[config.mk]
export PLATFORM = sky130hd
export DESIGN_NAME = http_request_header_parser
export DESIGN_NICKNAME = d
export VERILOG_FILES = /design/src/rtl/core/hrp_pkg.sv /design/src/rtl/core/hrp_input_stage.sv /design/src/rtl/core/hrp_parse_engine.sv /design/src/rtl/core/hrp_output_stage.sv /design/src/rtl/core/http_request_header_parser.sv
export SDC_FILE = /design/constraint.sdc
export NUM_CORES = 2
export LEC_CHECK = 0
export BUFFER_PORTS_ARGS = -buffer_cell sky130_fd_sc_hd__buf_2
export CORE_AREA = 2 2 276 278
export CTS_CLUSTER_DIAMETER = 40
export DETAILED_ROUTE_END_ITERATION = 10
export DIE_AREA = 0 0 278 280
export HOLD_SLACK_MARGIN = 0.06
export PLACE_DENSITY_LB_ADDON = 0.08
export RECOVER_POWER = 25
export SLEW_MARGIN = 0
export SYNTH_ARGS = -nofsm -noshare
export SYNTH_HDL_FRONTEND = slang
export SYNTH_SLANG_ARGS = --single-unit
export TNS_END_PERCENT = 20
[constraint.sdc]
create_clock -name clock -period 27.3 [get_ports clock]
set_clock_uncertainty 0.15 [all_clocks]
set_input_delay 0 -clock clock [delete_from_list [all_inputs] [get_ports clock]]
set_output_delay 0 -clock clock [all_outputs]
set_load 0.02 [all_outputs]
[src/rtl/core/hrp_pkg.sv]
// Shared types, constants and parse-step functions for the HTTP request header parser.
`default_nettype none
package hrp_pkg;

   localparam int OFFSET_BITS_DEFAULT = 16;
   localparam int POS_WIDTH           = 32;
   localparam int RSP_DATA_WIDTH      = 80;

   typedef enum logic [3:0] {
      PH_METHOD   = 4'd0,
      PH_TGT_SKIP = 4'd1,
      PH_TARGET   = 4'd2,
      PH_VER_SKIP = 4'd3,
      PH_VERSION  = 4'd4,
      PH_REQ_LF   = 4'd5,
      PH_KEY      = 4'd6,
      PH_VAL_SKIP = 4'd7,
      PH_VALUE    = 4'd8,
      PH_HDR_LF   = 4'd9,
      PH_DONE     = 4'd10
   } phase_type;

   localparam logic [1:0] KIND_NONE    = 2'd0;
   localparam logic [1:0] KIND_REQUEST = 2'd1;
   localparam logic [1:0] KIND_HEADER  = 2'd2;

   localparam logic [3:0] METHOD_GET     = 4'd0;
   localparam logic [3:0] METHOD_HEAD    = 4'd1;
   localparam logic [3:0] METHOD_POST    = 4'd2;
   localparam logic [3:0] METHOD_PUT     = 4'd3;
   localparam logic [3:0] METHOD_DELETE  = 4'd4;
   localparam logic [3:0] METHOD_CONNECT = 4'd5;
   localparam logic [3:0] METHOD_OPTIONS = 4'd6;
   localparam logic [3:0] METHOD_TRACE   = 4'd7;
   localparam logic [3:0] METHOD_PATH    = 4'd8;
   localparam logic [3:0] METHOD_UNKNOWN = 4'd9;
   localparam int         METHOD_COUNT   = 10;

   localparam logic [1:0] VER_CODE_10  = 2'd0;
   localparam logic [1:0] VER_CODE_11  = 2'd1;
   localparam logic [1:0] VER_CODE_BAD = 2'd2;

   localparam logic [63:0] VER_10_TEXT = "HTTP/1.0";
   localparam logic [63:0] VER_11_TEXT = "HTTP/1.1";

   localparam logic [7:0] CHAR_CR    = 8'h0d;
   localparam logic [7:0] CHAR_COLON = 8'h3a;
   localparam logic [7:0] CHAR_SPACE = 8'h20;
   localparam logic [7:0] CHAR_TAB   = 8'h09;
   localparam logic [7:0] CHAR_UC_A  = 8'h41;
   localparam logic [7:0] CHAR_UC_Z  = 8'h5a;
   localparam logic [7:0] CASE_DELTA = 8'h20;
   localparam logic [7:0] WILDCARD   = 8'hff;

   typedef struct packed {
      logic [7:0] data;
      logic       last;
   } req_type;

   typedef struct packed {
      logic [15:0] second_length;
      logic [15:0] second_offset;
      logic [15:0] first_length;
      logic [15:0] first_offset;
      logic [1:0]  version_code;
      logic [3:0]  method_code;
      logic [1:0]  record_kind;
      logic [7:0]  out_byte;
   } rsp_type;

   // Working copy of the parse state, positions at full width.
   typedef struct packed {
      phase_type              phase;
      logic [9:0]             alive;
      logic [3:0]             chosen;
      logic [63:0]            head;
      logic [POS_WIDTH-1:0]   tok;
      logic [POS_WIDTH-1:0]   span;
      logic [POS_WIDTH-1:0]   key_start;
      logic [POS_WIDTH-1:0]   key_len;
      logic [3:0]             vcnt;
      logic                   ok10;
      logic                   ok11;
      logic [1:0]             ver_result;
   } ctx_type;

   function automatic logic is_blank(logic [7:0] b);
      return (b == CHAR_SPACE) || (b == CHAR_TAB);
   endfunction

   function automatic logic [63:0] method_text(logic [3:0] code);
      logic [63:0] t;
      case (code)
         METHOD_GET:     t = {"GET", {5{WILDCARD}}};
         METHOD_HEAD:    t = {"HEAD", {4{WILDCARD}}};
         METHOD_POST:    t = {"POST", {4{WILDCARD}}};
         METHOD_PUT:     t = {"PUT", {5{WILDCARD}}};
         METHOD_DELETE:  t = {"DELETE", {2{WILDCARD}}};
         METHOD_CONNECT: t = {"CONNECT", WILDCARD};
         METHOD_OPTIONS: t = {"OPTIONS", WILDCARD};
         METHOD_TRACE:   t = {"TRACE", {3{WILDCARD}}};
         METHOD_PATH:    t = {"PATH", {4{WILDCARD}}};
         default:        t = {8{WILDCARD}};
      endcase
      return t;
   endfunction

   function automatic logic [7:0] method_pat(logic [3:0] code, logic [2:0] p);
      logic [63:0] t;
      t = method_text(code);
      return t[{3'd7 - p, 3'b000} +: 8];
   endfunction

   function automatic logic [3:0] method_len(logic [3:0] code);
      logic [3:0] n;
      case (code)
         METHOD_GET:     n = 4'd3;
         METHOD_HEAD:    n = 4'd4;
         METHOD_POST:    n = 4'd4;
         METHOD_PUT:     n = 4'd3;
         METHOD_DELETE:  n = 4'd6;
         METHOD_CONNECT: n = 4'd7;
         METHOD_OPTIONS: n = 4'd7;
         METHOD_TRACE:   n = 4'd5;
         METHOD_PATH:    n = 4'd4;
         default:        n = 4'd0;
      endcase
      return n;
   endfunction

   function automatic logic [7:0] ver_char(logic [2:0] k, logic minor);
      logic [63:0] t;
      t = minor ? VER_11_TEXT : VER_10_TEXT;
      return t[{3'd7 - k, 3'b000} +: 8];
   endfunction

   // Target / version scanning for one byte of the request line.
   function automatic ctx_type scan_step(ctx_type c, logic [7:0] b,
                                         logic [POS_WIDTH-1:0] pos);
      ctx_type r;
      r = c;
      case (c.phase)
         PH_TGT_SKIP: begin
            if (!is_blank(b)) begin
               r.tok   = pos;
               r.phase = PH_TARGET;
            end
         end
         PH_TARGET: begin
            if (is_blank(b)) begin
               r.span  = pos - c.tok;
               r.phase = PH_VER_SKIP;
            end
         end
         PH_VER_SKIP: begin
            if (!is_blank(b)) begin
               r.vcnt  = 4'd1;
               r.ok10  = (b == ver_char(3'd0, 1'b0));
               r.ok11  = (b == ver_char(3'd0, 1'b1));
               r.phase = PH_VERSION;
            end
         end
         PH_VERSION: begin
            if (c.vcnt < 4'd8) begin
               r.ok10 = c.ok10 && (b == ver_char(c.vcnt[2:0], 1'b0));
               r.ok11 = c.ok11 && (b == ver_char(c.vcnt[2:0], 1'b1));
               r.vcnt = c.vcnt + 4'd1;
            end else begin
               r.vcnt = 4'd9;
            end
         end
         default: begin
         end
      endcase
      return r;
   endfunction

   // Pick the first surviving method, then rescan the held bytes past its name.
   function automatic ctx_type decide(ctx_type c, logic [POS_WIDTH-1:0] e);
      ctx_type    r;
      logic [3:0] stored;
      logic [3:0] len;
      r = c;
      r.chosen = METHOD_UNKNOWN;
      for (int i = METHOD_COUNT - 2; i >= 0; i--) begin
         if (c.alive[i]) r.chosen = 4'(i);
      end
      r.phase = PH_TGT_SKIP;
      stored  = (e > 32'd8) ? 4'd8 : e[3:0];
      len     = method_len(r.chosen);
      for (int p = 0; p < 8; p++) begin
         if ((4'(p) >= len) && (4'(p) < stored))
            r = scan_step(r, c.head[8*p +: 8], POS_WIDTH'(p));
      end
      return r;
   endfunction

   function automatic ctx_type finish_request(ctx_type c, logic [POS_WIDTH-1:0] e);
      ctx_type r;
      r = (c.phase == PH_METHOD) ? decide(c, e) : c;
      r.ver_result = VER_CODE_BAD;
      case (r.phase)
         PH_TGT_SKIP: begin
            r.tok  = e;
            r.span = '0;
         end
         PH_TARGET: r.span = e - r.tok;
         PH_VERSION: begin
            if (r.vcnt == 4'd8 && r.ok10)      r.ver_result = VER_CODE_10;
            else if (r.vcnt == 4'd8 && r.ok11) r.ver_result = VER_CODE_11;
         end
         default: begin
         end
      endcase
      r.phase = PH_REQ_LF;
      return r;
   endfunction

   function automatic ctx_type finish_header(ctx_type c, logic [POS_WIDTH-1:0] e);
      ctx_type r;
      r = c;
      if (c.phase == PH_KEY && e == c.key_start) begin
         // empty line closes the block
         r.phase = PH_DONE;
      end else begin
         case (c.phase)
            PH_KEY: begin
               r.key_len = e - c.key_start;
               r.tok     = e;
               r.span    = '0;
            end
            PH_VAL_SKIP: begin
               r.tok  = e;
               r.span = '0;
            end
            PH_VALUE: r.span = e - c.tok;
            default: begin
            end
         endcase
         r.phase = PH_HDR_LF;
      end
      return r;
   endfunction

endpackage
`default_nettype wire

[src/rtl/core/hrp_input_stage.sv]
// Input register stage: holds one accepted byte until the parse engine consumes it.
`default_nettype none
module hrp_input_stage (
   input  wire logic             clock,
   input  wire logic             reset,
   input  wire logic             req_tvalid,
   output logic                  req_tready,
   input  wire logic [7:0]       req_tdata,
   input  wire logic             req_tlast,
   input  wire logic             fire,
   output logic                  item_valid,
   output hrp_pkg::req_type      item
);

   logic             valid_ff;
   logic             valid_in;
   hrp_pkg::req_type item_ff;

   assign req_tready = !valid_ff || fire;
   assign item_valid = valid_ff;
   assign item       = item_ff;

   always_comb begin
      valid_in = valid_ff;
      if (req_tvalid && req_tready) valid_in = 1'b1;
      else if (fire)                valid_in = 1'b0;
   end

   always_ff @(posedge clock) begin
      if (reset) begin
         valid_ff <= 1'b0;
      end else begin
         valid_ff <= valid_in;
      end
   end

   always_ff @(posedge clock) begin
      if (req_tvalid && req_tready) begin
         item_ff.data <= req_tdata;
         item_ff.last <= req_tlast;
      end
   end

endmodule
`default_nettype wire

[src/rtl/core/hrp_parse_engine.sv]
// Parse state registers and the one-byte next-state and record logic.
`default_nettype none
module hrp_parse_engine #(
   parameter int OFFSET_BITS = hrp_pkg::OFFSET_BITS_DEFAULT
) (
   input  wire logic             clock,
   input  wire logic             reset,
   input  wire logic             fire,
   input  wire hrp_pkg::req_type item,
   output hrp_pkg::rsp_type      result
);

   localparam logic [hrp_pkg::POS_WIDTH-1:0] POS_MASK =
      hrp_pkg::POS_WIDTH'((64'd1 << OFFSET_BITS) - 64'd1);

   hrp_pkg::phase_type     phase_ff, phase_in;
   logic [OFFSET_BITS-1:0] pos_ff, pos_in;
   logic [9:0]             alive_ff, alive_in;
   logic [3:0]             chosen_ff, chosen_in;
   logic [63:0]            head_ff, head_in;
   logic [OFFSET_BITS-1:0] tok_ff, tok_in;
   logic [OFFSET_BITS-1:0] span_ff, span_in;
   logic [OFFSET_BITS-1:0] key_start_ff, key_start_in;
   logic [OFFSET_BITS-1:0] key_len_ff, key_len_in;
   logic [3:0]             vcnt_ff, vcnt_in;
   logic                   ok10_ff, ok10_in;
   logic                   ok11_ff, ok11_in;
   logic [1:0]             ver_result_ff, ver_result_in;

   function automatic hrp_pkg::rsp_type make_record(hrp_pkg::ctx_type c,
                                                     logic [7:0] ob);
      hrp_pkg::rsp_type r;
      r          = '0;
      r.out_byte = ob;
      if (c.phase == hrp_pkg::PH_REQ_LF) begin
         r.record_kind  = hrp_pkg::KIND_REQUEST;
         r.method_code  = c.chosen;
         r.version_code = c.ver_result;
         r.first_offset = c.tok[15:0];
         r.first_length = c.span[15:0];
      end else begin
         r.record_kind   = hrp_pkg::KIND_HEADER;
         r.first_offset  = c.key_start[15:0];
         r.first_length  = c.key_len[15:0];
         r.second_offset = c.tok[15:0];
         r.second_length = c.span[15:0];
      end
      return r;
   endfunction

   always_comb begin
      hrp_pkg::ctx_type             c;
      hrp_pkg::rsp_type             rec;
      logic [7:0]                   b;
      logic [7:0]                   ob;
      logic [hrp_pkg::POS_WIDTH-1:0] pos;
      logic [hrp_pkg::POS_WIDTH-1:0] nxt;
      logic                         emitted;

      b   = item.data;
      ob  = b;
      pos = hrp_pkg::POS_WIDTH'(pos_ff);
      nxt = (pos + 1) & POS_MASK;
      emitted = 1'b0;
      rec = '0;

      c.phase      = phase_ff;
      c.alive      = alive_ff;
      c.chosen     = chosen_ff;
      c.head       = head_ff;
      c.tok        = hrp_pkg::POS_WIDTH'(tok_ff);
      c.span       = hrp_pkg::POS_WIDTH'(span_ff);
      c.key_start  = hrp_pkg::POS_WIDTH'(key_start_ff);
      c.key_len    = hrp_pkg::POS_WIDTH'(key_len_ff);
      c.vcnt       = vcnt_ff;
      c.ok10       = ok10_ff;
      c.ok11       = ok11_ff;
      c.ver_result = ver_result_ff;

      case (phase_ff)
         hrp_pkg::PH_METHOD: begin
            if (b == hrp_pkg::CHAR_CR) begin
               c = hrp_pkg::finish_request(c, pos);
            end else begin
               if (pos < 32'd8) begin
                  c.head[{pos[2:0], 3'b000} +: 8] = b;
                  for (int i = 0; i < hrp_pkg::METHOD_COUNT - 1; i++) begin
                     if ((b & ~hrp_pkg::method_pat(4'(i), pos[2:0])) != 8'd0)
                        c.alive[i] = 1'b0;
                  end
               end
               if (pos >= 32'd7) c = hrp_pkg::decide(c, 32'd8);
            end
         end
         hrp_pkg::PH_TGT_SKIP, hrp_pkg::PH_TARGET,
         hrp_pkg::PH_VER_SKIP, hrp_pkg::PH_VERSION: begin
            if (b == hrp_pkg::CHAR_CR) c = hrp_pkg::finish_request(c, pos);
            else                       c = hrp_pkg::scan_step(c, b, pos);
         end
         hrp_pkg::PH_REQ_LF, hrp_pkg::PH_HDR_LF: begin
            rec         = make_record(c, ob);
            emitted     = 1'b1;
            c.phase     = hrp_pkg::PH_KEY;
            c.key_start = nxt;
         end
         hrp_pkg::PH_KEY: begin
            if (b == hrp_pkg::CHAR_CR) begin
               c = hrp_pkg::finish_header(c, pos);
            end else if (b == hrp_pkg::CHAR_COLON) begin
               c.key_len = pos - c.key_start;
               c.phase   = hrp_pkg::PH_VAL_SKIP;
            end else if (b >= hrp_pkg::CHAR_UC_A && b <= hrp_pkg::CHAR_UC_Z) begin
               ob = b + hrp_pkg::CASE_DELTA;
               rec.out_byte = ob;
            end
         end
         hrp_pkg::PH_VAL_SKIP: begin
            if (b == hrp_pkg::CHAR_CR) begin
               c = hrp_pkg::finish_header(c, pos);
            end else if (!hrp_pkg::is_blank(b)) begin
               c.tok   = pos;
               c.phase = hrp_pkg::PH_VALUE;
            end
         end
         hrp_pkg::PH_VALUE: begin
            if (b == hrp_pkg::CHAR_CR) c = hrp_pkg::finish_header(c, pos);
         end
         default: begin
         end
      endcase

      if (item.last) begin
         if (c.phase <= hrp_pkg::PH_VERSION)
            c = hrp_pkg::finish_request(c, nxt);
         else if (c.phase >= hrp_pkg::PH_KEY && c.phase <= hrp_pkg::PH_VALUE)
            c = hrp_pkg::finish_header(c, nxt);
      end

      // keep offsets modulo the position width
      c.tok       = c.tok & POS_MASK;
      c.span      = c.span & POS_MASK;
      c.key_start = c.key_start & POS_MASK;
      c.key_len   = c.key_len & POS_MASK;

      if (item.last && !emitted &&
          (c.phase == hrp_pkg::PH_REQ_LF || c.phase == hrp_pkg::PH_HDR_LF))
         rec = make_record(c, ob);
      if (!emitted && rec.record_kind == hrp_pkg::KIND_NONE) rec.out_byte = ob;

      result = rec;

      phase_in      = c.phase;
      pos_in        = nxt[OFFSET_BITS-1:0];
      alive_in      = c.alive;
      chosen_in     = c.chosen;
      head_in       = c.head;
      tok_in        = c.tok[OFFSET_BITS-1:0];
      span_in       = c.span[OFFSET_BITS-1:0];
      key_start_in  = c.key_start[OFFSET_BITS-1:0];
      key_len_in    = c.key_len[OFFSET_BITS-1:0];
      vcnt_in       = c.vcnt;
      ok10_in       = c.ok10;
      ok11_in       = c.ok11;
      ver_result_in = c.ver_result;

      if (item.last) begin
         phase_in      = hrp_pkg::PH_METHOD;
         pos_in        = '0;
         alive_in      = '1;
         chosen_in     = '0;
         head_in       = '0;
         tok_in        = '0;
         span_in       = '0;
         key_start_in  = '0;
         key_len_in    = '0;
         vcnt_in       = '0;
         ok10_in       = 1'b0;
         ok11_in       = 1'b0;
         ver_result_in = '0;
      end
   end

   always_ff @(posedge clock) begin
      if (reset) begin
         phase_ff      <= hrp_pkg::PH_METHOD;
         pos_ff        <= '0;
         alive_ff      <= '1;
         chosen_ff     <= '0;
         head_ff       <= '0;
         tok_ff        <= '0;
         span_ff       <= '0;
         key_start_ff  <= '0;
         key_len_ff    <= '0;
         vcnt_ff       <= '0;
         ok10_ff       <= 1'b0;
         ok11_ff       <= 1'b0;
         ver_result_ff <= '0;
      end else if (fire) begin
         phase_ff      <= phase_in;
         pos_ff        <= pos_in;
         alive_ff      <= alive_in;
         chosen_ff     <= chosen_in;
         head_ff       <= head_in;
         tok_ff        <= tok_in;
         span_ff       <= span_in;
         key_start_ff  <= key_start_in;
         key_len_ff    <= key_len_in;
         vcnt_ff       <= vcnt_in;
         ok10_ff       <= ok10_in;
         ok11_ff       <= ok11_in;
         ver_result_ff <= ver_result_in;
      end
   end

endmodule
`default_nettype wire

[src/rtl/core/hrp_output_stage.sv]
// Output register: holds one result transaction until the consumer takes it.
`default_nettype none
module hrp_output_stage (
   input  wire logic                               clock,
   input  wire logic                               reset,
   input  wire logic                               fire,
   input  wire hrp_pkg::rsp_type                   result,
   output logic                                    space,
   output logic                                    rsp_tvalid,
   input  wire logic                               rsp_tready,
   output logic [hrp_pkg::RSP_DATA_WIDTH-1:0]      rsp_tdata,
   output logic [1:0]                              rsp_tuser
);

   logic             valid_ff;
   logic             valid_in;
   hrp_pkg::rsp_type data_ff;

   assign space      = !valid_ff || rsp_tready;
   assign rsp_tvalid = valid_ff;
   assign rsp_tuser  = data_ff.record_kind;
   assign rsp_tdata  = {2'b00,
                        data_ff.second_length,
                        data_ff.second_offset,
                        data_ff.first_length,
                        data_ff.first_offset,
                        data_ff.version_code,
                        data_ff.method_code,
                        data_ff.out_byte};

   always_comb begin
      valid_in = valid_ff;
      if (fire)            valid_in = 1'b1;
      else if (rsp_tready) valid_in = 1'b0;
   end

   always_ff @(posedge clock) begin
      if (reset) begin
         valid_ff <= 1'b0;
      end else begin
         valid_ff <= valid_in;
      end
   end

   always_ff @(posedge clock) begin
      if (fire) begin
         data_ff <= result;
      end
   end

endmodule
`default_nettype wire

[src/rtl/core/http_request_header_parser.sv]
// Top level of the HTTP request header parser: input register, parse engine, output register.
//
//   channel  dir  ports                      carries
//   req      in   req_tvalid/tready/tdata/   one header byte a transaction, tlast on the
//                 tlast                      final byte of the block
//   rsp      out  rsp_tvalid/tready/tdata/   the byte back (keys lowercased) plus the
//                 tuser                      record kind and its method/version/spans
//
// One byte a cycle sustained while rsp_tready holds; each accepted byte passes the input
// register, then the combinational parse step into the output register.
// The per-byte step is bounded by the method decision, which rescans up to eight held
// bytes of the request line in the same cycle.
// Reset (synchronous) empties both registers and returns the parser to the method phase.
// A stalled rsp side holds the result; req takes at most one more byte into the input register.
`default_nettype none
module http_request_header_parser #(
   parameter int OFFSET_BITS = hrp_pkg::OFFSET_BITS_DEFAULT
) (
   input  wire logic                               clock,
   input  wire logic                               reset,
   input  wire logic                               req_tvalid,
   output logic                                    req_tready,
   input  wire logic [7:0]                         req_tdata,  // [7:0] in_byte
   input  wire logic                               req_tlast,  // end_of_block
   output logic                                    rsp_tvalid,
   input  wire logic                               rsp_tready,
   // [7:0] out_byte, [11:8] method_code, [13:12] version_code, [29:14] first_offset,
   // [45:30] first_length, [61:46] second_offset, [77:62] second_length, [79:78] zero
   output logic [hrp_pkg::RSP_DATA_WIDTH-1:0]      rsp_tdata,
   output logic [1:0]                              rsp_tuser   // [1:0] record_kind
);

   logic             item_valid;
   logic             space;
   logic             fire;
   hrp_pkg::req_type item;
   hrp_pkg::rsp_type result;

   assign fire = item_valid && space;

   hrp_input_stage u_input (
      .clock      (clock),
      .reset      (reset),
      .req_tvalid (req_tvalid),
      .req_tready (req_tready),
      .req_tdata  (req_tdata),
      .req_tlast  (req_tlast),
      .fire       (fire),
      .item_valid (item_valid),
      .item       (item)
   );

   hrp_parse_engine #(
      .OFFSET_BITS (OFFSET_BITS)
   ) u_engine (
      .clock  (clock),
      .reset  (reset),
      .fire   (fire),
      .item   (item),
      .result (result)
   );

   hrp_output_stage u_output (
      .clock      (clock),
      .reset      (reset),
      .fire       (fire),
      .result     (result),
      .space      (space),
      .rsp_tvalid (rsp_tvalid),
      .rsp_tready (rsp_tready),
      .rsp_tdata  (rsp_tdata),
      .rsp_tuser  (rsp_tuser)
   );

endmodule
`default_nettype wire

[Yosys cells after proc, flatten, opt, wreduce, memory -nomap -nowiden]
Memory sizes are Yosys's and may differ from the RTL's.
Index checks and enable logic that the tools add are counted.
Widths: inputs -> output; s select.
Storage, ports and cells
  bits in writable memories: 0
  bits in read-only memories: 192
  latch bits: 0
  logic and storage cells: 1344
  input port bits: 13
  register bits: 261
  output and inout port bits: 84
  memories kept: 4
Operators by class
  reduce and logical (&&, ||, !) cells: 145
  multiplexer cells: 628
  eq/ne operators: 272
  magnitude comparators: 86
  multipliers: 0
  add/subtract/negate cells: 97
  shift operators: 69
  div/mod/pow operators: 0
  bitwise operators: 18
Memory list
  (no name shown): words 16, bits a word 3, read ports 1, clocked after Yosys merged registers in 0, wr ports 0, line hrp_pkg.sv:116  | case (code)
  (no name shown): words 16, bits a word 3, read ports 1, clocked after Yosys merged registers in 0, wr ports 0, line hrp_pkg.sv:116
  (no name shown): words 16, bits a word 3, read ports 1, clocked after Yosys merged registers in 0, wr ports 0, line hrp_pkg.sv:116
  (no name shown): words 16, bits a word 3, read ports 1, clocked after Yosys merged registers in 0, wr ports 0, line hrp_pkg.sv:116
Operators by type and width (number)
  $mux 218: 107
  $mux 32: 130
  $shiftx 64x7->8 const A: 58
  $mux 64: 32
  $pmux 142 s5: 1
  $mux 4: 166
  $mux 216: 3
  $shiftx 64x7->8: 9
  $sub 3x32->32 const A: 16
  $eq 8x8->1: 58
  $pmux 4 s3: 29
  $pmux 6 s2: 29
  $pmux 32 s2: 4
  $sub 2x32->32 const A: 8
  $eq 4x2->1 const B: 61
  $eq 8x4->1 const B: 26
  $eq 8x6->1 const B: 26
  $pmux 40 s5: 1
  $pmux 32 s6: 1
  $mux 6: 31
  $eq 8x7->1 const B: 22
  $mux 80: 2
  $sub 16x32->32: 5
  $eq 4x3->1 const B: 38
  51 further kinds: 452

[Logic depth before layout (Yosys ltp)]
An unclocked memory read counts as a cell.
  word-level depth: 200
  gate-level depth with buffers: 66
  mapped depth without buffers: 61

[Cells and area by module]
Synthesis repeated with hierarchy kept, for this count alone.
Second synthesis, totals
  cells, all modules: 4605
  area total of the unflattened synthesis: 32481.2 µm²
Modules (own cells, without submodules)
  hrp_parse_engine: area an instance 29682.2 µm², cells each 4503, instances 1
  hrp_output_stage: area an instance 2467.4 µm², cells each 87, instances 1
  hrp_input_stage: area an instance 325.3 µm², cells each 14, instances 1
  http_request_header_parser: area an instance 6.3 µm², cells each 1, instances 1

[Worst setup path after synthesis]
OpenSTA, ideal clock, no wires.
  path type: register to register
  from: register u_engine.pos_ff[1]
  to: register u_output.data_ff, in the netlist u_output.rsp_tdata[12], data pin
  arrival time: 12100 ps
  cell stages (with the launch flop): 62
  buffers on the path: 6
  setup time: 261 ps
  required time: 26889 ps
  setup slack: 14789 ps
  clock period less this slack: 12511 ps
  cell sequence: dfxtp_1 > buf_2 > buf_1 > inv_1 > ha_1 > clkbuf_1 > nand2_1 > a32oi_1 > o32ai_1 > a31oi_1 > a21oi_1 > nor2_1 > a21oi_1 > a21oi_1 > a21oi_1 > a21o_1 > ha_1 > a221oi_1 > [26 not listed] > o22a_1 > ha_1 > inv_1 > a21oi_1 > o21ai_1 > ha_1 > nor2_1 > a21oi_1 > inv_1 > ha_1 > o2bb2ai_1 > ha_1 > or4b_1 > o211a_1 > nor4b_2 > a211oi_1 > o21ai_1 > o21ai_1
RTL lines
  start, declared: line hrp_parse_engine.sv:17  | logic [OFFSET_BITS-1:0] pos_ff, pos_in;
  start signal, assigned: line hrp_parse_engine.sv:200  | pos_ff <= pos_in;
  end signal, assigned: line hrp_output_stage.sv:47  | data_ff <= result;
  end, declared: line hrp_output_stage.sv:17  | hrp_pkg::rsp_type data_ff;

==> results.yml <==
status:
  status: "finished with violations"
  violations: "capacitance limit, slew limit"
yosys:
  synth_async_sr_flop_share: 0
  synth_simple_gate_area_frac: 0.270
  synth_ff_type: "dfxtp_1"
  yosysMostFrequentCell: "nor2_1"
  synth_area_leaders: "dfxtp_1 (10%), edfxtp_1 (8.0%), ha_1 (7.1%)"
  synth_compound_area_frac: 0.349
  synth_cells: 4809
  yosysWarnings: 0
  yosys.area_share.adder: 0.0750
  yosys.area.top_type: "dfxtp_1"
  yosys-top-cells-count: "nor2_1 (585), nand2_1 (482), a21oi_1 (419), o21ai_0 (376), clkbuf_1 (253)"
  syn_area_per_cell_um2: 6.96
  synth.distinct_cells: 130
  synthXorXnorAreaFrac: 0.0327
  synth-edff-count: 89
  synth_top_family_by_area: "compound AO/OA/AOI/OAI gates"
  seq_area_frac_synth: 0.182
  ys_ff_latch: 260
  syn_area_um2: 33400
  synth.area.mux_share: 0.0252
  yosysTopAreaCellShare: 0.102
place:
  io_buffers: 94
  gp_congestion: 1.06
  dp_hpwl_um: 132000
  post-place-cells: 5722
  placed_area_um2: 35200
floorplan:
  coreArea_um2: 75200
  io_pins: 97
  dieArea_um2: 77800
  fp.dieH_um: 280
  rows: 101
  die_x_um: 278
  initial_utilization: 0.445
critical_path:
  max_stage_delay_ns: 1.28
  crit_path_end_kind: "flop"
  startpoint_type: "flop"
  crit_arrival_ns: 14.46
  worstSetupPathType: "flop to flop"
  path_max_fanout: 29
  worstPathRequired_ns: 27.50
  worstPathBufferInverterCount: 7
  cp_common_cell: "ha_1"
  critPathTopFamily: "compound AO/OA/AOI/OAI gates"
  rrSetupSlack_ns: 13.04
  cpMaxStageDelayCell: "clkbuf_1"
finish:
  final_area_um2: 37100
  syn2layout_area_growth_pct: 10.8
  fill_cells: 7739
  drive_gt1_frac: 0.0907
  fin_nets: 5030
  finalNonFillerCells: 5843
  final_util: 0.493
grt:
  grt_pass1_vias: 36464
  grt_overflow: 0
  grt_pass1_wl_um: 248000
  grt_start_max_net_pins: 101
  antenna_found_initial: 5
  track_usage: 0.426
job:
  drv_cap: 3
worst_hold_path:
  holdCritPathClass: "flop to flop"
pwr:
  leakage_nw: 13.8
  p_sw_frac: 0.336
  clkPwrFrac: 0.501
  combPwrFrac: 0.169
  switchingPower_uw: 423
  internal_power_uw: 835
  peakVddDrop_uv: 46.0
  pwr_density_cell_nw_per_um2: 34.0
  sequentialPowerShare: 0.329
route:
  routed_wl_um: 173000
  wl_met3_um: 17600
  wl_met2_um: 72300
  wire_per_inst_um: 29.6
  post_drt_via_cell_ratio: 6.86
  met1Wirelength_um: 66100
  highest_layer: "met5"
  first_pass_iters: 9
  vias: 40096
  remaining_drc_errors: 0
  first_iter_violations: 5397
  drtAntennaViolNets: 0
clocking:
  cts_buffers: 49
  cts_hold_buf: 25
  htreeDepth: 2
  cts_resized: 0
  cts_buffer_depth: 3
  path_clk_slew_ns: 0.06
  root_buffer: "clkbuf_16"
  post_cts_buffers: 0
  clk_latency_ns: 0.63
  cts.sinks: 260
  cts_tree: "yes"
timing:
  worstMarginPinSlew_ns: 5.64
  final.period_utilization: 0.523
  finalHoldViolCount: 0
  finalSetupTns_ns: 0
  rsz0062_at_grt: "false"
  setup_viol: 0
  max-slew-margin-rel: -2.76
  slew_violations: 153
  fmax_mhz: 70.1
  period_needed_ns: 14.26
==> final timing paths <==
check	from	endpoint	cells past startpoint
worst min register to register	u_engine.head_ff[4]	u_engine.head_ff[4]	2
worst max register to register	u_input.item[3]	u_output.rsp_tdata[13]	57
worst max-delay path	u_input.item[3]	u_output.rsp_tdata[13]	57
worst min-delay path	u_engine.head_ff[4]	u_engine.head_ff[4]	2
==> metrics by stage <==
stage	hold WS (ns)	total power, mW	worst slack [ns]
global route	0.361	1.29	12.22
detailed placement	0.0309	0.624	13.77
global placement	0.0274	0.625	13.96
finish	0.363	1.26	13.04
CTS	0.357	1.25	13.74
floorplan	-0.0511	0.558	14.79
==> per-layer routing <==
layer	track usage	vias up
li1	-	17957
met1	0.531	18806
met2	0.643	2677
met3	0.0806	654
met4	0.346	2
met5	0	-
==> cell type report <==
type	instances	area, um2	area share
multi-input cells	3992	25300	0.682
flip-flops and latches	260	6100	0.165
repair buffers	292	1900	0.0512
clock buffers	54	1250	0.0339
well taps	978	1220	0.0330
inverters	225	847	0.0229
clock inverters	38	464	0.0125
diodes	4	10.0	0.000270
==> cell usage in the layout, fill, tap and decap left out, drive strengths merged, types with 118 or more instances in the layout <==
cell type / n
a22oi: 158
nand3: 118
clkbuf: 142
nand2: 483
buf: 179
nor3: 147
ha: 191
nor2: 589
a21oi: 424
dfxtp: 171
inv: 238
o21ai: 425
==> registers in the layout, summed over array words and instances, names as in the netlist, 9 cells and up <==
register               cells
u_engine.span_ff          16
u_engine.pos_ff           16
u_engine.head_ff          64
u_engine.key_start_ff     16
u_engine.alive_ff          9
u_engine.key_len_ff       16
u_output.rsp_tdata        78
u_engine.tok_ff           16
u_input.item               9
==> worst min-delay path, delay by kind of cell, from the launching register on <==
kind	cells	cell delay [ns]
DFF	1	0.33
and+or+nand+nor	1	0.07
AOI/OAI and AO/OA	1	0.08
==> cells by family after synthesis <==
family,count (synthesis)
muxes,79
DFF,260
adders and majority gates,197
AOI/OAI and AO/OA,1741
other,1
xor gates and xnor gates,125
and+or+nand+nor,1848
buffers and inverters,558
==> power groups by stage <==
stage,registers [mW],clock network (mW),logic (mW)
floorplan,0.428,0,0.130
global placement,0.422,0,0.203
detailed placement,0.422,0,0.202
CTS,0.414,0.634,0.206
global route,0.415,0.650,0.224
finish,0.414,0.631,0.213
Power figures use the tool's default switching activity.
